## config.mk

```make
export PLATFORM = sky130hd
export DESIGN_NAME = swe_delay
export DESIGN_NICKNAME = d
export VERILOG_FILES = /design/src/sv/swe_delay.sv
export SDC_FILE = /design/constraint.sdc
export NUM_CORES = 1
export LEC_CHECK = 0
export ABC_CLOCK_PERIOD_IN_PS = 800
export BUFFER_PORTS_ARGS = -buffer_cell sky130_fd_sc_hd__buf_2
export CELL_PAD_IN_SITES_DETAIL_PLACEMENT = 1
export CELL_PAD_IN_SITES_GLOBAL_PLACEMENT = 1
export CORE_MARGIN = 8
export CORE_UTILIZATION = 38
export CTS_CLUSTER_DIAMETER = 80
export DETAILED_ROUTE_END_ITERATION = 6
export GPL_ROUTABILITY_DRIVEN = 0
export GPL_TIMING_DRIVEN = 1
export PLACE_DENSITY = 0.71
export SKIP_CTS_REPAIR_TIMING = 1
export SYNTH_ARGS = -nofsm -noshare
export SYNTH_HDL_FRONTEND = slang
export SYNTH_SLANG_ARGS = --single-unit
```

## constraint.sdc

```tcl
create_clock -name i_clk -period 0.8 [get_ports i_clk]
set_clock_uncertainty 0.1 [all_clocks]
set_input_delay 0.12 -clock i_clk [delete_from_list [all_inputs] [get_ports i_clk]]
set_output_delay 0.12 -clock i_clk [all_outputs]
set_load 0.005 [all_outputs]
```

## src/sv/swe_delay.sv

```systemverilog
`timescale 1ns / 1ps
module swe_delay #(
    parameter int W = 32,
    parameter int N = 2
) (
    input  logic         i_clk,
    input  logic         i_en,
    input  logic [W-1:0] i_d,
    output logic [W-1:0] o_q
);

    logic [W-1:0] r_d [N];

    always_ff @(posedge i_clk) begin
        if (i_en) begin
            r_d[0] <= i_d;
            for (int i = 1; i < N; i++) begin
                r_d[i] <= r_d[i-1];
            end
        end
    end

    assign o_q = r_d[N-1];

endmodule

```

==> flow_metrics.tcl <==
set metrics [dict create \
    max_freq_ghz 0.9418 \
    die_w_um 91.43 \
    largest_reg_flops 64 \
    synth_top_area_share_pct 88.89 \
    rsz0062_at_grt "yes" \
    netlist-cell-type-count 2 \
    coreArea_sq_um 5507 \
    setup_viol 40 \
    synth_most_common_cell "edfxtp_1" \
    clock_sinks 64 \
    cp_top_family "flip-flops" \
    crit_chain "buf_2" \
    rrSetupSlack_ns 0.07 \
    slowest_stage "edfxtp_1" \
    fin_crit_ns 1.062 \
    synth_top_flop_cell "edfxtp_1" \
    cts_tree "done" \
    finish.cell_count_without_fillers 251 \
    multi_input_area_sq_um 0 \
    grt_usage_pct 8.660 \
    layout-area-overhead-vs-synth_pct 34.20 \
    grt_pass1_wl_um 5140 \
    finalMaxSlewViolations 0 \
    port_buffers 65 \
    critical_path_class "reg2out" \
    cts_buffers 9 \
    p_leak_nw 1.137 \
    drtAntennaViolNets 0 \
    path_clk_slew_ns 0.07 \
    cap_violations 0 \
    critPathMaxStageDelay_ns 0.38 \
    place_ws_ns -0.1309 \
    period_share_pct 132.7 \
    reg2regPathDepth 0 \
    min_to "r_d[0][22]" \
    antenna_found_initial 0 \
    outcome "finished, violations left" \
    cp-end-kind "primary output" \
    place_area_sq_um 2377 \
    antenna_cells 0 \
    start_kind "register" \
    vdd_ir_drop_max_mv 1.261 \
    slew_headroom_pct 86.38 \
    wl_per_cell_um 15.26 \
    synth_edf_count 64 \
    ys_seq_area_share_pct 88.89 \
    power_density_nw_per_um2 2511 \
    grt_max_degree 42 \
    reg2reg_from "r_d[0][22]" \
    drt_iter0_drc 20 \
    overflow 0 \
    top_regs "r_d (64)" \
    worst-path-buf-inv 1 \
    fill_cells 518 \
    min_path_type "in2reg" \
    cts.htree.levels 3 \
    multi_input_cells 0 \
    first_global_vias 987 \
    io_pins 66 \
    worstPathMaxFanout 1 \
    r2r-end "r_d[0][54]" \
    dieArea_sq_um 8359 \
    fin_ws_ns -0.2618 \
    vias 1004 \
    worstHoldStart "i_en" \
    synth_area_leader_cell "edfxtp_1" \
    hold_viol 0 \
    drc 0 \
    violations "negative setup slack" \
    tightest_slew_ns 0.2043 \
    die_h_um 91.43 \
    wirelength_um 3831 \
    async_flop_share_pct 0 \
    stdcell_area_sq_um 2902 \
    syn_inst 96 \
    synthesis.area_sq_um 2162 \
    fin_nets 208 \
    cp.arrival_ns 0.84 \
    synth_area_leaders "edfxtp_1, buf_4" \
    rows 27 \
    root_buffer "clkbuf_8" \
    ys_seq_elements 64 \
    insertion_delay_ns 0.32 \
    yosys_warnings 0 \
    start_util_pct 39.26 \
    vias_per_cell 4.000 \
    avgSynthCellArea_sq_um 22.52 \
    syn_nets 130 \
    cp.required_ns 0.58 \
    cts_buffer_depth 2 \
    whs_path_depth 2 \
    drive_gt1_share_pct 44.13 \
    ys_top_cells_by_count "edfxtp_1, buf_4" \
    top_register "r_d" \
    dp_cells 203 \
    final-seq-area_sq_um 1922 \
    drtPass1Iterations 4 \
]
-- cells in the final DEF, fill, tap and decap left out, drive strengths merged --
master / n
buf: 67
bufinv: 2
clkbuf: 12
clkinv: 2
dlygate4sd3: 32
edfxtp: 64
-- cells by family after synthesis --
group / count (synthesis) / share of synthesized area (%)
buffers and inverters: 32 / 11.11
DFF: 64 / 88.89
-- report_power, final --
group,internal [mW],leakage [nW],total (mW),switching (mW)
clock,1.74,0.102,2.84,1.10
combinational,0.244,0.408,0.411,0.167
sequential,3.98,0.626,4.04,0.0587
total,5.96,1.14,7.29,1.32
-- routing by layer --
layer  vias up  track usage [%]  wire [um]
met2        40            13.99       2093
met4         0            9.823        144
met5         -                0          0
met3        11            3.210        230
li1        479                -          -
met1       474            7.818       1362
-- worst max path at each step --
stage                           from    endpoint  depth (start not counted)
final                     r_d[0][57]     o_q[25]                          1
after floorplan            r_d[0][0]  r_d[0][32]                          0
after detailed placement        i_en  r_d[0][63]                          2
after global placement          i_en  r_d[0][11]                          2
after CTS                 r_d[0][33]      o_q[1]                          1
after global routing      r_d[0][57]     o_q[25]                          1
-- cell type report --
type,count,share of cell area (%)
Sequential cell,64,66.24
Timing Repair Buffer,99,23.63
Clock buffer,12,4.657
Tap cell,72,3.105
Clock inverter,4,2.372
-- per-stage QoR --
step / TNS (ns) / power, mW / util, % / hold slack (ns)
3_3_place_gp: -5.255 / 4.379 / 43.17 / 0.1980
4_1_cts: -8.604 / 7.284 / 46.88 / -0.1590
3_5_place_dp: -6.609 / 4.412 / 43.17 / 0.1983
6_report: -7.645 / 7.286 / 52.69 / 0.1607
5_1_grt: -8.958 / 7.535 / 52.69 / 0.1656
2_1_floorplan: 0 / 4.248 / - / 0.1189
No activity file was read; power rests on OpenSTA's default activity.
