## config.mk

```make
export PLATFORM = sky130hd
export DESIGN_NAME = swe_fmul
export DESIGN_NICKNAME = d
export VERILOG_FILES = /design/src/sv/swe_pkg.sv /design/src/sv/swe_fmul.sv
export SDC_FILE = /design/constraint.sdc
export NUM_CORES = 2
export LEC_CHECK = 0
export BUFFER_PORTS_ARGS = -buffer_cell sky130_fd_sc_hd__buf_2
export CAP_MARGIN = 5
export CORE_MARGIN = 3
export CORE_UTILIZATION = 45
export CTS_CLUSTER_DIAMETER = 150
export CTS_CLUSTER_SIZE = 8
export DETAILED_ROUTE_END_ITERATION = 7
export GPL_ROUTABILITY_DRIVEN = 0
export GPL_TIMING_DRIVEN = 0
export HOLD_SLACK_MARGIN = 0.02
export PLACE_DENSITY = 0.57
export SLEW_MARGIN = 0
export SYNTH_ARGS = -nofsm -noshare
export SYNTH_HDL_FRONTEND = slang
export SYNTH_SLANG_ARGS = --single-unit
```

## constraint.sdc

```tcl
create_clock -name i_clk -period 24.8 [get_ports i_clk]
set_input_delay 3.72 -clock i_clk [delete_from_list [all_inputs] [get_ports i_clk]]
set_output_delay 3.72 -clock i_clk [all_outputs]
set_load 0.05 [all_outputs]
```

## src/sv/swe_pkg.sv

```systemverilog
`timescale 1ns / 1ps
package swe_pkg;

    localparam logic [31:0] FP_ZERO        = 32'h0000_0000;
    localparam logic [31:0] FP_ONE         = 32'h3F80_0000;
    localparam logic [31:0] FP_TWO         = 32'h4000_0000;
    localparam logic [31:0] FP_THREE       = 32'h4040_0000;
    localparam logic [31:0] FP_FIVE        = 32'h40A0_0000;
    localparam logic [31:0] FP_SIX         = 32'h40C0_0000;
    localparam logic [31:0] FP_EIGHT       = 32'h4100_0000;
    localparam logic [31:0] FP_TWELVE      = 32'h4140_0000;
    localparam logic [31:0] FP_TWENTYFOUR  = 32'h41C0_0000;
    localparam logic [31:0] FP_QNAN        = 32'h7FC0_0000;

    localparam logic [1:0] CMD_REST = 2'd0;
    localparam logic [1:0] CMD_AXIS = 2'd1;
    localparam logic [1:0] CMD_DIAG = 2'd2;

    typedef struct packed {
        logic [31:0] g5;
        logic [31:0] r6;
        logic [31:0] r3;
        logic [31:0] r24;
        logic [31:0] r12;
        logic [31:0] ra;
        logic [31:0] rd;
        logic [31:0] t2c;
    } t_consts;

    // leading zeros of a 48-bit word, 48 when zero
    function automatic logic [5:0] lzc48(input logic [47:0] x);
        logic [5:0] n;
        n = 6'd48;
        for (int i = 0; i < 48; i++) begin
            if (x[i]) begin
                n = 6'(47 - i);
            end
        end
        return n;
    endfunction

    // m normalized (msb set), be biased exponent; handles overflow, subnormal, RNE
    function automatic logic [31:0] round_pack(input logic sgn, input logic signed [10:0] be,
                                               input logic [23:0] m, input logic g,
                                               input logic s);
        logic [49:0] w;
        logic [5:0]  rs;
        logic [23:0] mm;
        logic        gg;
        logic        ss;
        logic        inc;
        logic [7:0]  ef;
        logic [30:0] mag;
        w  = '0;
        rs = '0;
        if (be > 11'sd254) begin
            return {sgn, 8'hFF, 23'd0};
        end
        if (be < 11'sd1) begin
            rs = (be < -11'sd25) ? 6'd26 : 6'(11'sd1 - be);
            w  = {m, g, 25'd0} >> rs;
            mm = w[49:26];
            gg = w[25];
            ss = s | (|w[24:0]);
            ef = 8'd0;
        end else begin
            mm = m;
            gg = g;
            ss = s;
            ef = be[7:0];
        end
        inc = gg & (ss | mm[0]);
        mag = {ef, mm[22:0]} + 31'(inc);
        return {sgn, mag};
    endfunction

endpackage

```

## src/sv/swe_fmul.sv

```systemverilog
`timescale 1ns / 1ps
module swe_fmul (
    input  logic        i_clk,
    input  logic        i_en,
    input  logic [31:0] i_a,
    input  logic [31:0] i_b,
    output logic [31:0] o_y
);

    logic [7:0]  ea, eb;
    logic [23:0] ma, mb;
    logic        a_nan, b_nan, a_inf, b_inf, a_zero, b_zero;

    logic [47:0]        r_p;
    logic signed [10:0] r_e;
    logic               r_sgn, r_nan, r_inf, r_zero;
    logic [31:0]        r_y;

    logic [5:0]         lz;
    logic [47:0]        pn;
    logic signed [10:0] be;
    logic [31:0]        n_y;

    always_comb begin
        ea     = (i_a[30:23] == 8'd0) ? 8'd1 : i_a[30:23];
        eb     = (i_b[30:23] == 8'd0) ? 8'd1 : i_b[30:23];
        ma     = {i_a[30:23] != 8'd0, i_a[22:0]};
        mb     = {i_b[30:23] != 8'd0, i_b[22:0]};
        a_nan  = (i_a[30:23] == 8'hFF) && (i_a[22:0] != 23'd0);
        b_nan  = (i_b[30:23] == 8'hFF) && (i_b[22:0] != 23'd0);
        a_inf  = (i_a[30:23] == 8'hFF) && (i_a[22:0] == 23'd0);
        b_inf  = (i_b[30:23] == 8'hFF) && (i_b[22:0] == 23'd0);
        a_zero = (i_a[30:0] == 31'd0);
        b_zero = (i_b[30:0] == 31'd0);
    end

    always_ff @(posedge i_clk) begin
        if (i_en) begin
            r_p    <= ma * mb;
            r_e    <= $signed({3'b0, ea}) + $signed({3'b0, eb});
            r_sgn  <= i_a[31] ^ i_b[31];
            r_nan  <= a_nan | b_nan | (a_inf & b_zero) | (a_zero & b_inf);
            r_inf  <= a_inf | b_inf;
            r_zero <= a_zero | b_zero;
        end
    end

    always_comb begin
        lz = swe_pkg::lzc48(r_p);
        pn = r_p << lz;
        be = r_e - 11'sd126 - $signed({5'd0, lz});
        if (r_nan) begin
            n_y = swe_pkg::FP_QNAN;
        end else if (r_inf) begin
            n_y = {r_sgn, 8'hFF, 23'd0};
        end else if (r_zero) begin
            n_y = {r_sgn, 31'd0};
        end else begin
            n_y = swe_pkg::round_pack(r_sgn, be, pn[47:24], pn[23], |pn[22:0]);
        end
    end

    always_ff @(posedge i_clk) begin
        if (i_en) begin
            r_y <= n_y;
        end
    end

    assign o_y = r_y;

endmodule

```

==> qor.tcl <==
set qor(cts_inserted_buffers) 9
set qor(syn_avg_cell_area_um2) 8.22
set qor(synth_seq_cells) 93
set qor(cts-resized-gates) 0
set qor(critical_path.startpoint_type) {primary input}
set qor(place_hpwl_um) 101000
set qor(worst_ep_required_time_ns) 24.91
set qor(detailroute.via_count) 30549
set qor(wire_length_of_the_first_global_routing_pass_um) 190000
set qor(synth.area.top_cells) {sky130_fd_sc_hd__fa_1 31%, sky130_fd_sc_hd__edfxtp_1 9.0%, sky130_fd_sc_hd__ha_1 8.0%}
set qor(final_net_count) 4615
set qor(reg2reg_slack_ns) 12.27
set qor(status) {complete, but fails checks}
set qor(final.setup.tns_ns) 0
set qor(global_route.usage.total_pct) 35.5
set qor(yosysSeqAreaShare_pct) 9.04
set qor(initial_utilization_pct) 45.7
set qor(via_count_of_the_first_global_routing_pass) 30162
set qor(hold_buffers) 0
set qor(synth_top_cell_area_share_pct) 31.4
set qor(post_cts.repair.setup_buffers) 0
set qor(library_cell_used_as_clock_root_buffer) {sky130_fd_sc_hd__clkbuf_16}
set qor(placement_rows) 95
set qor(violations) {design-rule violations}
set qor(worstReg2RegEnd) {o_y[22]}
set qor(worst_min_delay_path_category) {flop to flop}
set qor(number_of_nets_with_antenna_violations_after_routing) 0
set qor(fmaxAchievable_mhz) 78.2
set qor(critical_path.max_fanout) 10
set qor(worst_clock_skew_ns) 0.0108
set qor(viasPerCell) 6.43
set qor(timing.final.hold_violations) 0
set qor(worst_pin_slew_ns) 1.39
set qor(firstDrtPassIters) 8
set qor(setup-violations-final) 0
set qor(maxCapViolCount) 0
set qor(synth.yosys.warnings) 0
set qor(clk_transition_reported_paths_ns) 0.08
set qor(first_element_of_the_critical_path) {i_b[7]}
set qor(cts-root-to-sink-buffers) 2
set qor(postRouteWirelength_um) 128000
set qor(synth-edff-count) 93
set qor(layout-area-overhead-vs-synth_pct) 6.27
set qor(regArea_um2) 2790
set qor(core-area_um2) 67600
set qor(number_of_drc_violations_after_detailed_routing_iteration_0) 4326
set qor(fp.dieArea_um2) 71800
set qor(worst_setup_path_end_kind) {flop}
set qor(synthTopCellsByCount) {534 x sky130_fd_sc_hd__inv_1, 484 x sky130_fd_sc_hd__fa_1, 472 x sky130_fd_sc_hd__nand2_1}
set qor(min_period_ns) 12.78
set qor(fillers) 6731
set qor(clk_latency_ns) 0.38
set qor(cts_htree_levels) 3
set qor(gr-total-overflow) 0
set qor(grt_start_max_net_pins) 74
set qor(ys_async_sr_fraction_pct) 0
set qor(unrepaired_setup_endpoints_after_global_routing) {no}
set qor(post-synth-top-count-cell) {sky130_fd_sc_hd__inv_1}
set qor(r2r.worst_path.cells) 31
set qor(antenna_found_initial) 2
set qor(io_buffers) 94
set qor(num_io_pins) 98
set qor(crit_arrival_ns) 12.90
set qor(ys_flop_type) {sky130_fd_sc_hd__edfxtp_1}
set qor(clock_sink_count) 93
set qor(clock_tree_from_tritoncts) {yes}
set qor(critPathCapture) {r_p[47]}
set qor(drc_errors) 14
set qor(syn-cell-area_um2) 30900
set qor(slew-limit-headroom_pct) 6.72
set qor(die_y_um) 268
set qor(synth.largest_area_cell) {sky130_fd_sc_hd__fa_1}
set qor(wire_per_inst_um) 26.9
set qor(critical_path.reg2reg.startpoint) {r_p[37]}
set qor(crit_path_kind) {primary input to flop}
set qor(timing.final.crit_share_pct) 51.5
set qor(synth_cell_type_count) 110
set qor(die_extent_in_x_um) 268
set qor(synthCells) 3759
set qor(timing.final.max_slew_violations) 0
set qor(area_occupied_by_multi_input_gates_um2) 25100
set qor(synth_nets) 4507
set qor(post_route_cells_drive_above_1_share_pct) 6.15
-- critical path: stages --
cell and delay [ns]:
sky130_fd_sc_hd__clkbuf_1 0.70, sky130_fd_sc_hd__clkbuf_1 0.57, sky130_fd_sc_hd__nand2_1 0.16, sky130_fd_sc_hd__fa_1 0.56, sky130_fd_sc_hd__inv_1 0.06, sky130_fd_sc_hd__fa_1 0.47, sky130_fd_sc_hd__fa_1 0.49, sky130_fd_sc_hd__inv_1 0.05
sky130_fd_sc_hd__fa_1 0.48, sky130_fd_sc_hd__fa_1 0.55, sky130_fd_sc_hd__inv_1 0.05, sky130_fd_sc_hd__fa_1 0.53, sky130_fd_sc_hd__fa_1 0.51, sky130_fd_sc_hd__ha_1 0.41, sky130_fd_sc_hd__and2_1 0.17, sky130_fd_sc_hd__o21ai_0 0.32
sky130_fd_sc_hd__a31oi_1 0.21, sky130_fd_sc_hd__a41oi_1 0.32, sky130_fd_sc_hd__a211o_1 0.29, sky130_fd_sc_hd__nor4b_1 0.12, sky130_fd_sc_hd__o41ai_1 0.52, sky130_fd_sc_hd__o21ai_0 0.36, sky130_fd_sc_hd__and4_1 0.29, sky130_fd_sc_hd__a211oi_1 0.45
sky130_fd_sc_hd__o21ai_0 0.20, sky130_fd_sc_hd__a21oi_1 0.20, sky130_fd_sc_hd__xnor2_1 0.12
-- stage by stage --
stage | cell area (µm²) | std cells | setup WS, ns | hold WS [ns] | utilization, %
CTS | 32800 | 4744 | 12.13 | 0.600 | 48.5
global route | 32800 | 4745 | 11.56 | 0.610 | 48.5
detailed placement | 32500 | 4728 | 11.74 | 0.589 | 48.1
floorplan | 30900 | 3759 | 13.73 | 0.509 | -
finish | 32800 | 4748 | 12.02 | 0.590 | 48.6
global placement | 32500 | 4726 | 11.72 | 0.569 | 48.0
-- routing by layer --
| layer | track usage (%) | vias up | share of wire [%] |
|---|---|---|---|
| met1 | 44.8 | 14684 | 37 |
| met5 | 0 | - | 0.011 |
| met3 | 9.28 | 717 | 12 |
| met2 | 55.2 | 2228 | 43 |
| li1 | - | 12918 | - |
| met4 | 20.3 | 2 | 7.7 |
-- cell usage in the layout, fill, tap and decap left out, types with 11 or more instances in the layout --
| cell | count |
|---|---|
| sky130_fd_sc_hd__inv_1 | 534 |
| sky130_fd_sc_hd__fa_1 | 484 |
| sky130_fd_sc_hd__nand2_1 | 472 |
| sky130_fd_sc_hd__and2_1 | 256 |
| sky130_fd_sc_hd__ha_1 | 198 |
| sky130_fd_sc_hd__clkbuf_1 | 187 |
| sky130_fd_sc_hd__nor2_1 | 182 |
| sky130_fd_sc_hd__a21oi_1 | 164 |
| sky130_fd_sc_hd__nand3_1 | 137 |
| sky130_fd_sc_hd__buf_2 | 131 |
| sky130_fd_sc_hd__o21ai_0 | 121 |
| sky130_fd_sc_hd__edfxtp_1 | 93 |
| sky130_fd_sc_hd__nor3_1 | 90 |
| sky130_fd_sc_hd__a211oi_1 | 54 |
| sky130_fd_sc_hd__xnor2_1 | 48 |
| sky130_fd_sc_hd__o211ai_1 | 41 |
| sky130_fd_sc_hd__nand4_1 | 39 |
| sky130_fd_sc_hd__nor4_1 | 38 |
| sky130_fd_sc_hd__a31oi_1 | 37 |
| sky130_fd_sc_hd__a21o_1 | 32 |
| sky130_fd_sc_hd__o22ai_1 | 27 |
| sky130_fd_sc_hd__o31ai_1 | 25 |
| sky130_fd_sc_hd__mux2i_1 | 22 |
| sky130_fd_sc_hd__a2111oi_0 | 21 |
| sky130_fd_sc_hd__a221oi_1 | 17 |
| sky130_fd_sc_hd__o21bai_1 | 16 |
| sky130_fd_sc_hd__and3_1 | 16 |
| sky130_fd_sc_hd__or3_1 | 15 |
| sky130_fd_sc_hd__o21a_1 | 15 |
| sky130_fd_sc_hd__nor2b_1 | 15 |
| sky130_fd_sc_hd__or4_1 | 15 |
| sky130_fd_sc_hd__xor2_1 | 14 |
| sky130_fd_sc_hd__nand2b_1 | 14 |
| sky130_fd_sc_hd__or2_2 | 12 |
| sky130_fd_sc_hd__a22oi_1 | 12 |
| sky130_fd_sc_hd__a32oi_1 | 12 |
| sky130_fd_sc_hd__buf_1 | 11 |
| sky130_fd_sc_hd__o221ai_1 | 11 |
-- kinds of logic after synthesis --
family,Yosys count,synth area share [%]
mux,34,1.26
xor+xnor,62,1.76
fa+ha+maj,683,39.4
compound gates,755,17.1
simple gates,1351,21.6
flops,93,9.04
buf+inv,781,9.84
-- worst min-delay path by stage --
stage | endpoint | cells past startpoint | slack (ns) | startpoint
final | o_y[31] | 1 | 0.59 | r_sgn
after global routing | o_y[31] | 1 | 0.61 | r_sgn
after CTS | o_y[31] | 1 | 0.60 | r_sgn
after detailed placement | o_y[31] | 1 | 0.59 | r_sgn
after global placement | o_y[31] | 1 | 0.57 | r_sgn
after floorplan | o_y[31] | 1 | 0.51 | r_sgn
-- flip-flops by register name, indices dropped and copies added, names as in the netlist --
name / count
r_sgn: 1
r_inf: 1
r_e: 9
r_zero: 1
o_y: 32
r_nan: 1
r_p: 48
-- layout make-up --
| class | instances | share of cell area [%] |
|---|---|---|
| clock buffers | 9 | 0.686 |
| clock inverters | 7 | 0.210 |
| repair buffers | 97 | 1.56 |
| well taps | 873 | 3.33 |
| plain buffers | 243 | 3.10 |
| multi-input cells | 2885 | 76.4 |
| diodes | 3 | 0.0229 |
| inverters | 538 | 6.16 |
| flip-flops and latches | 93 | 8.50 |
Power is not shown: default switching activity piles up to over one toggle a cycle in this logic, so the estimate is an artifact.
