$ cat src/sv/swe_pkg.sv
`timescale 1ns / 1ps
package swe_pkg;

    localparam logic [31:0] FP_ZERO        = 32'h0000_0000;
    localparam logic [31:0] FP_ONE         = 32'h3F80_0000;
    localparam logic [31:0] FP_TWO         = 32'h4000_0000;
    localparam logic [31:0] FP_THREE       = 32'h4040_0000;
    localparam logic [31:0] FP_FIVE        = 32'h40A0_0000;
    localparam logic [31:0] FP_SIX         = 32'h40C0_0000;
    localparam logic [31:0] FP_EIGHT       = 32'h4100_0000;
    localparam logic [31:0] FP_TWELVE      = 32'h4140_0000;
    localparam logic [31:0] FP_TWENTYFOUR  = 32'h41C0_0000;
    localparam logic [31:0] FP_QNAN        = 32'h7FC0_0000;

    localparam logic [1:0] CMD_REST = 2'd0;
    localparam logic [1:0] CMD_AXIS = 2'd1;
    localparam logic [1:0] CMD_DIAG = 2'd2;

    typedef struct packed {
        logic [31:0] g5;
        logic [31:0] r6;
        logic [31:0] r3;
        logic [31:0] r24;
        logic [31:0] r12;
        logic [31:0] ra;
        logic [31:0] rd;
        logic [31:0] t2c;
    } t_consts;

    // leading zeros of a 48-bit word, 48 when zero
    function automatic logic [5:0] lzc48(input logic [47:0] x);
        logic [5:0] n;
        n = 6'd48;
        for (int i = 0; i < 48; i++) begin
            if (x[i]) begin
                n = 6'(47 - i);
            end
        end
        return n;
    endfunction

    // m normalized (msb set), be biased exponent; handles overflow, subnormal, RNE
    function automatic logic [31:0] round_pack(input logic sgn, input logic signed [10:0] be,
                                               input logic [23:0] m, input logic g,
                                               input logic s);
        logic [49:0] w;
        logic [5:0]  rs;
        logic [23:0] mm;
        logic        gg;
        logic        ss;
        logic        inc;
        logic [7:0]  ef;
        logic [30:0] mag;
        w  = '0;
        rs = '0;
        if (be > 11'sd254) begin
            return {sgn, 8'hFF, 23'd0};
        end
        if (be < 11'sd1) begin
            rs = (be < -11'sd25) ? 6'd26 : 6'(11'sd1 - be);
            w  = {m, g, 25'd0} >> rs;
            mm = w[49:26];
            gg = w[25];
            ss = s | (|w[24:0]);
            ef = 8'd0;
        end else begin
            mm = m;
            gg = g;
            ss = s;
            ef = be[7:0];
        end
        inc = gg & (ss | mm[0]);
        mag = {ef, mm[22:0]} + 31'(inc);
        return {sgn, mag};
    endfunction

endpackage

$ cat src/sv/swe_fmul.sv
`timescale 1ns / 1ps
module swe_fmul (
    input  logic        i_clk,
    input  logic        i_en,
    input  logic [31:0] i_a,
    input  logic [31:0] i_b,
    output logic [31:0] o_y
);

    logic [7:0]  ea, eb;
    logic [23:0] ma, mb;
    logic        a_nan, b_nan, a_inf, b_inf, a_zero, b_zero;

    logic [47:0]        r_p;
    logic signed [10:0] r_e;
    logic               r_sgn, r_nan, r_inf, r_zero;
    logic [31:0]        r_y;

    logic [5:0]         lz;
    logic [47:0]        pn;
    logic signed [10:0] be;
    logic [31:0]        n_y;

    always_comb begin
        ea     = (i_a[30:23] == 8'd0) ? 8'd1 : i_a[30:23];
        eb     = (i_b[30:23] == 8'd0) ? 8'd1 : i_b[30:23];
        ma     = {i_a[30:23] != 8'd0, i_a[22:0]};
        mb     = {i_b[30:23] != 8'd0, i_b[22:0]};
        a_nan  = (i_a[30:23] == 8'hFF) && (i_a[22:0] != 23'd0);
        b_nan  = (i_b[30:23] == 8'hFF) && (i_b[22:0] != 23'd0);
        a_inf  = (i_a[30:23] == 8'hFF) && (i_a[22:0] == 23'd0);
        b_inf  = (i_b[30:23] == 8'hFF) && (i_b[22:0] == 23'd0);
        a_zero = (i_a[30:0] == 31'd0);
        b_zero = (i_b[30:0] == 31'd0);
    end

    always_ff @(posedge i_clk) begin
        if (i_en) begin
            r_p    <= ma * mb;
            r_e    <= $signed({3'b0, ea}) + $signed({3'b0, eb});
            r_sgn  <= i_a[31] ^ i_b[31];
            r_nan  <= a_nan | b_nan | (a_inf & b_zero) | (a_zero & b_inf);
            r_inf  <= a_inf | b_inf;
            r_zero <= a_zero | b_zero;
        end
    end

    always_comb begin
        lz = swe_pkg::lzc48(r_p);
        pn = r_p << lz;
        be = r_e - 11'sd126 - $signed({5'd0, lz});
        if (r_nan) begin
            n_y = swe_pkg::FP_QNAN;
        end else if (r_inf) begin
            n_y = {r_sgn, 8'hFF, 23'd0};
        end else if (r_zero) begin
            n_y = {r_sgn, 31'd0};
        end else begin
            n_y = swe_pkg::round_pack(r_sgn, be, pn[47:24], pn[23], |pn[22:0]);
        end
    end

    always_ff @(posedge i_clk) begin
        if (i_en) begin
            r_y <= n_y;
        end
    end

    assign o_y = r_y;

endmodule

$ cat src/sv/swe_const.sv
`timescale 1ns / 1ps
module swe_const (
    input  logic              i_clk,
    input  logic              i_rst_n,
    input  logic              i_start,
    input  logic [31:0]       i_gravity,
    input  logic [31:0]       i_speed,
    output logic              o_busy,
    output swe_pkg::t_consts  o_consts
);

    typedef enum logic [3:0] {
        ST_B6, ST_B3, ST_B24, ST_B12, ST_EE, ST_G5, ST_EE2, ST_EE8,
        ST_R6, ST_R3, ST_R24, ST_R12, ST_RA, ST_RD, ST_T2C, ST_DONE
    } t_step;

    t_step       r_step;
    logic [4:0]  r_cnt;
    logic [31:0] r_b6, r_b3, r_b24, r_b12, r_ee, r_ee2, r_ee8;
    swe_pkg::t_consts r_consts;

    logic [23:0]        r_dmx;
    logic [23:0]        r_rem;
    logic [26:0]        r_q;
    logic signed [10:0] r_dexp;
    logic               r_dsgn;
    logic               r_dsp;
    logic [31:0]        r_dspv;

    logic [31:0] mul_a, mul_b, mul_y, div_x, div_y, res;
    logic        is_div, done_op;

    logic [23:0]        mx;
    logic [5:0]         xlz;
    logic signed [10:0] xexp;
    logic [24:0]        t;
    logic               ge;
    logic [23:0]        n_rem;
    logic [26:0]        sig;
    logic signed [10:0] rbe;

    swe_fmul u_fmul (
        .i_clk (i_clk),
        .i_en  (1'b1),
        .i_a   (mul_a),
        .i_b   (mul_b),
        .o_y   (mul_y)
    );

    always_comb begin
        mul_a = swe_pkg::FP_ZERO;
        mul_b = swe_pkg::FP_ZERO;
        div_x = swe_pkg::FP_ZERO;
        is_div = 1'b0;
        unique case (r_step)
            ST_B6:   begin mul_a = i_speed;        mul_b = swe_pkg::FP_SIX;        end
            ST_B3:   begin mul_a = i_speed;        mul_b = swe_pkg::FP_THREE;      end
            ST_B24:  begin mul_a = i_speed;        mul_b = swe_pkg::FP_TWENTYFOUR; end
            ST_B12:  begin mul_a = i_speed;        mul_b = swe_pkg::FP_TWELVE;     end
            ST_EE:   begin mul_a = i_speed;        mul_b = i_speed;                end
            ST_G5:   begin mul_a = swe_pkg::FP_FIVE; mul_b = i_gravity;            end
            ST_EE2:  begin mul_a = r_ee;           mul_b = swe_pkg::FP_TWO;        end
            ST_EE8:  begin mul_a = r_ee;           mul_b = swe_pkg::FP_EIGHT;      end
            ST_R6:   begin div_x = r_b6;  is_div = 1'b1; end
            ST_R3:   begin div_x = r_b3;  is_div = 1'b1; end
            ST_R24:  begin div_x = r_b24; is_div = 1'b1; end
            ST_R12:  begin div_x = r_b12; is_div = 1'b1; end
            ST_RA:   begin div_x = r_ee2; is_div = 1'b1; end
            ST_RD:   begin div_x = r_ee8; is_div = 1'b1; end
            ST_T2C:  begin mul_a = swe_pkg::FP_TWO; mul_b = r_consts.r3;       end
            ST_DONE: begin end
        endcase
        done_op = is_div ? (r_cnt == 5'd28) : (r_cnt == 5'd2);
    end

    // reciprocal: unpack, then one quotient bit of 2^49 / mantissa per cycle
    always_comb begin
        mx   = {div_x[30:23] != 8'd0, div_x[22:0]};
        xlz  = swe_pkg::lzc48({mx, 1'b1, 23'd0});
        xexp = ((div_x[30:23] == 8'd0) ? -11'sd126 : ($signed({3'b0, div_x[30:23]}) - 11'sd127))
               - $signed({5'd0, xlz});
        t     = {r_rem, 1'b0};
        ge    = t >= {1'b0, r_dmx};
        n_rem = ge ? 24'(t - {1'b0, r_dmx}) : t[23:0];
        if (r_q[26]) begin
            sig = r_q;
            rbe = 11'sd127 - r_dexp;
        end else begin
            sig = {r_q[25:0], 1'b0};
            rbe = 11'sd126 - r_dexp;
        end
        div_y = r_dsp ? r_dspv
                      : swe_pkg::round_pack(r_dsgn, rbe, sig[26:3], sig[2],
                                            sig[1] | sig[0] | (r_rem != 24'd0));
        res = is_div ? div_y : mul_y;
    end

    always_ff @(posedge i_clk) begin
        if (!i_rst_n || i_start) begin
            r_step <= ST_B6;
            r_cnt  <= '0;
        end else if (r_step != ST_DONE) begin
            if (done_op) begin
                r_step <= t_step'(r_step + 4'd1);
                r_cnt  <= '0;
                unique case (r_step)
                    ST_B6:   r_b6         <= res;
                    ST_B3:   r_b3         <= res;
                    ST_B24:  r_b24        <= res;
                    ST_B12:  r_b12        <= res;
                    ST_EE:   r_ee         <= res;
                    ST_G5:   r_consts.g5  <= res;
                    ST_EE2:  r_ee2        <= res;
                    ST_EE8:  r_ee8        <= res;
                    ST_R6:   r_consts.r6  <= res;
                    ST_R3:   r_consts.r3  <= res;
                    ST_R24:  r_consts.r24 <= res;
                    ST_R12:  r_consts.r12 <= res;
                    ST_RA:   r_consts.ra  <= res;
                    ST_RD:   r_consts.rd  <= res;
                    ST_T2C:  r_consts.t2c <= res;
                    ST_DONE: begin end
                endcase
            end else begin
                r_cnt <= r_cnt + 5'd1;
            end
            if (is_div) begin
                if (r_cnt == 5'd0) begin
                    r_dmx  <= mx << xlz;
                    r_dexp <= xexp;
                    r_dsgn <= div_x[31];
                    r_rem  <= 24'h40_0000;
                    r_q    <= '0;
                    if (div_x[30:23] == 8'hFF && div_x[22:0] != 23'd0) begin
                        r_dsp  <= 1'b1;
                        r_dspv <= swe_pkg::FP_QNAN;
                    end else if (div_x[30:23] == 8'hFF) begin
                        r_dsp  <= 1'b1;
                        r_dspv <= {div_x[31], 31'd0};
                    end else if (div_x[30:0] == 31'd0) begin
                        r_dsp  <= 1'b1;
                        r_dspv <= {div_x[31], 8'hFF, 23'd0};
                    end else begin
                        r_dsp  <= 1'b0;
                        r_dspv <= swe_pkg::FP_ZERO;
                    end
                end else if (r_cnt <= 5'd27) begin
                    r_rem <= n_rem;
                    r_q   <= {r_q[25:0], ge};
                end
            end
        end
    end

    assign o_busy   = (r_step != ST_DONE);
    assign o_consts = r_consts;

endmodule

$ cat config.mk
export PLATFORM = sky130hd
export DESIGN_NAME = swe_const
export DESIGN_NICKNAME = d
export VERILOG_FILES = /design/src/sv/swe_pkg.sv /design/src/sv/swe_fmul.sv /design/src/sv/swe_const.sv
export SDC_FILE = /design/constraint.sdc
export NUM_CORES = 2
export LEC_CHECK = 0
export BUFFER_PORTS_ARGS = -buffer_cell sky130_fd_sc_hd__buf_2
export CORE_AREA = 2 2 340 342
export CTS_BUF_LIST = sky130_fd_sc_hd__clkbuf_8
export DETAILED_ROUTE_END_ITERATION = 8
export DIE_AREA = 0 0 342 344
export PLACE_DENSITY = 0.73
export SYNTH_ARGS = -nofsm -noshare
export SYNTH_HDL_FRONTEND = slang
export SYNTH_SLANG_ARGS = --single-unit
$ cat constraint.sdc
create_clock -name i_clk -period 17.67 [get_ports i_clk]
set_input_delay 3.534 -clock i_clk [delete_from_list [all_inputs] [get_ports i_clk]]
set_output_delay 3.534 -clock i_clk [all_outputs]
set_load 0.01 [all_outputs]
==> results.cfg <==
[power_and_ir_drop]
ir_drop_v = 0.000114
pwr-share-comb = 0.447
sw_frac_of_total = 0.438
p_leak_nw = 25.6
power_frac_clock = 0.220
p_int_mw = 3.35
p_per_area_nw_per_um2 = 96.1
power.switching_mw = 2.61
pwr-share-seq = 0.332

[status]
status = complete, no violations

[detailed_routing]
vias_per_cell = 6.35
dr.pass1.iters = 6
drt-initial-drc-count = 6467
drt_wl_total_microns = 205000
route.vias.total = 48700
drc_errors = 0
wire_per_inst_microns = 26.7
postRouteAntennaNets = 0

[cells_and_area]
multi_input_area_sq_um = 33900
area_growth_pct = 9.62
drive_above_1_share = 0.124
fin_nets = 6860
seq_area_sq_um = 19200
fillCellCount = 9960
fin_area_sq_um = 62100

[timing]
finClkSkew_ns = 0.0693
slew-limit-headroom = 0.0927
hold_viol = 0
fin_tns_setup_ns = 0
finalMaxSlewViolations = 0
fin_crit_ns = 11.89
timing.fmax_ghz = 0.0841
rsz0062_at_grt = false
setup_viol = 0
timing.final.crit_share = 0.673
tightest_slew_ns = 1.36

[setup_path]
end_kind = flip-flop
cpLargestDelayFamily = adder cells
crit_arrival_ns = 12.48
critPathMostFrequentCell = fa_1
required_ns = 18.26
cpMaxStageDelayCell = or4_1
cpPeakStageDelay_ns = 0.92
regToRegSetupSlack_ns = 6.57
worstSetupPathType = input port to flip-flop
crit_buf_inv = 4
path_max_fanout = 14
cp-start-kind = input port

[cts]
clk_pin_slew_ns = 0.07
h-tree-depth = 3
numClockSinks = 673
clk_path_buf_depth = 3
insertion_delay_ns = 0.77
cts_hold_buf = 0
cts-root-buf = clkbuf_8
cts_resized = 0
cts_tree = yes
numCtsBuffers = 104
post-cts-setup-buffers = 0

[synth]
yosys_register_bits = 673
yosys_warnings = 0
yosysTopAreaCell = edfxtp_1
postSynthCellCount = 5837
synthArstFlopShare = 0
synth_edf_count = 571
syn_nets = 6629
synth.area.top_cells = edfxtp_1, fa_1, ha_1
synth_flop_cell = edfxtp_1
synth.avg_cell_area_sq_um = 9.70
yosysTopAreaCellShare = 0.303
syn_area_sq_um = 56600
ys_types = 118
ys_seq_area_frac = 0.339

[floorplanning]
die_h_microns = 344
core_sq_um = 114000
start_util = 0.497
dieArea_sq_um = 118000
rows = 124
io-pin-count = 324
die_width_microns = 342

[grt]
grt_pass1_vias = 47800
antenna_found_initial = 11
grt_max_degree = 58
grtUsageTotal = 0.343
grt_pass1_wl_microns = 304000
grt_overflow_total = 0

[place]
io_buffer_count = 323
post_dp_cell_area_sq_um = 60000
hpwl_microns = 151000
gp_congestion = 1.00

[worst_hold_path]
hp-class = flip-flop to flip-flop

[run]
drv_cap = 0
## synthesized netlist by cell type (29+ instances only)
| cell | instances |
|---|---|
| dfxtp_1 | 102 |
| nor2_1 | 521 |
| nand3_1 | 124 |
| xnor2_1 | 84 |
| a221oi_1 | 39 |
| a21oi_1 | 197 |
| edfxtp_1 | 571 |
| ha_1 | 239 |
| nand4_1 | 53 |
| a21o_1 | 46 |
| xor2_1 | 48 |
| a22o_1 | 55 |
| nor3_1 | 116 |
| mux2i_1 | 133 |
| and3_1 | 43 |
| and2_1 | 78 |
| buf_1 | 29 |
| a31oi_1 | 40 |
| o21ai_0 | 153 |
| o211ai_1 | 100 |
| inv_1 | 619 |
| a211oi_1 | 64 |
| nand2_1 | 750 |
| buf_2 | 35 |
| o22ai_1 | 45 |
| fa_1 | 486 |
| nand2b_1 | 42 |
| nor4_1 | 48 |
| mux2_2 | 47 |
| clkbuf_1 | 240 |
| a22oi_1 | 142 |
## sequential cells by signal, summed over array words and instances, names as in the netlist, 3 cells and up
signal,flops
u_fmul.r_p,48
r_dmx,24
r_ee,32
r_b24,32
r_ee2,32
r_cnt,5
r_dexp,11
r_step,4
r_b3,32
r_ee8,32
r_b12,32
r_dspv,3
u_fmul.o_y,32
u_fmul.r_e,9
o_consts,256
r_rem,24
r_q,27
r_b6,32
## power groups by stage
stage	Sequential, mW	Combinational, mW	Clock, mW
final	1.98	2.67	1.31
after global placement	2.01	2.55	0
after global routing	1.99	2.79	1.40
after CTS	1.98	2.55	1.33
after detailed placement	2.01	2.53	0
after floorplan	1.96	1.64	0
## layout make-up
cell class	count	share of cell area
Tap cell	1512	0.0305
Clock buffer	107	0.0237
Clock inverter	79	0.0102
Inverter	623	0.0377
Timing Repair Buffer	453	0.0418
Antenna cell	5	0.000202
Multi-Input combinational cell	4213	0.547
Sequential cell	673	0.309
## placed cells by master (no fill, tap or decap), types with 124 or more instances in the layout
master    netlist  routed
fa_1          486     486
edfxtp_1      571     571
buf_4          14     130
nand3_1       124     124
nor2_1        521     510
o21ai_0       153     146
buf_2          35     323
a21oi_1       197     195
mux2i_1       133     133
inv_1         619     652
nand2_1       750     748
a22oi_1       142     142
ha_1          239     239
## metal layers
layer | up-vias | track usage | routed length, microns
met4 | 12 | 0.141 | 9390
met5 | - | 0 | 64
li1 | 21100 | - | -
met3 | 550 | 0.100 | 27900
met1 | 23800 | 0.473 | 80200
met2 | 3223 | 0.506 | 87400
## cell families (layout without fill, tap and decap cells)
| family | count (synthesis) | after routing | synth area share |
|---|---|---|---|
| AO/OA/AOI/OAI | 1241 | 1241 | 0.159 |
| multiplexers | 187 | 187 | 0.0353 |
| other | 0 | 5 | 0 |
| buffers and inverters | 951 | 1262 | 0.0661 |
| XOR/XNOR | 132 | 132 | 0.0204 |
| AND/OR/NAND/NOR | 1928 | 1928 | 0.156 |
| adder cells (fa/ha/maj) | 725 | 725 | 0.225 |
| flip-flops | 673 | 673 | 0.339 |
## through the flow
step | util | cells | hold slack (ns) | setup slack [ns] | total power [mW]
after floorplan | - | 5837 | 0.414 | 6.32 | 3.60
after global placement | 0.526 | 7474 | 0.501 | 5.32 | 4.56
after detailed placement | 0.526 | 7474 | 0.505 | 5.16 | 4.54
after CTS | 0.545 | 7660 | 0.515 | 5.92 | 5.86
after global routing | 0.545 | 7662 | 0.528 | 5.21 | 6.17
final | 0.545 | 7665 | 0.517 | 5.78 | 5.96
## final timing paths
path,from,end,cells after the start
max,i_speed[23],u_fmul.r_p[46],30
min,u_fmul.r_sgn,u_fmul.o_y[31],1
max reg2reg,r_step[0],u_fmul.r_p[46],34
min reg2reg,u_fmul.r_sgn,u_fmul.o_y[31],1
## worst register-to-register path, delay by kind of cell, from the launching register on
family | cells | cell delay (ns)
adders and majority gates | 9 | 4.01
buffers and inverters | 4 | 0.32
AOI/OAI and AO/OA | 11 | 3.02
DFF | 1 | 0.42
and+or+nand+nor | 10 | 3.14
Note: power is estimated with default switching activity, not from simulation.
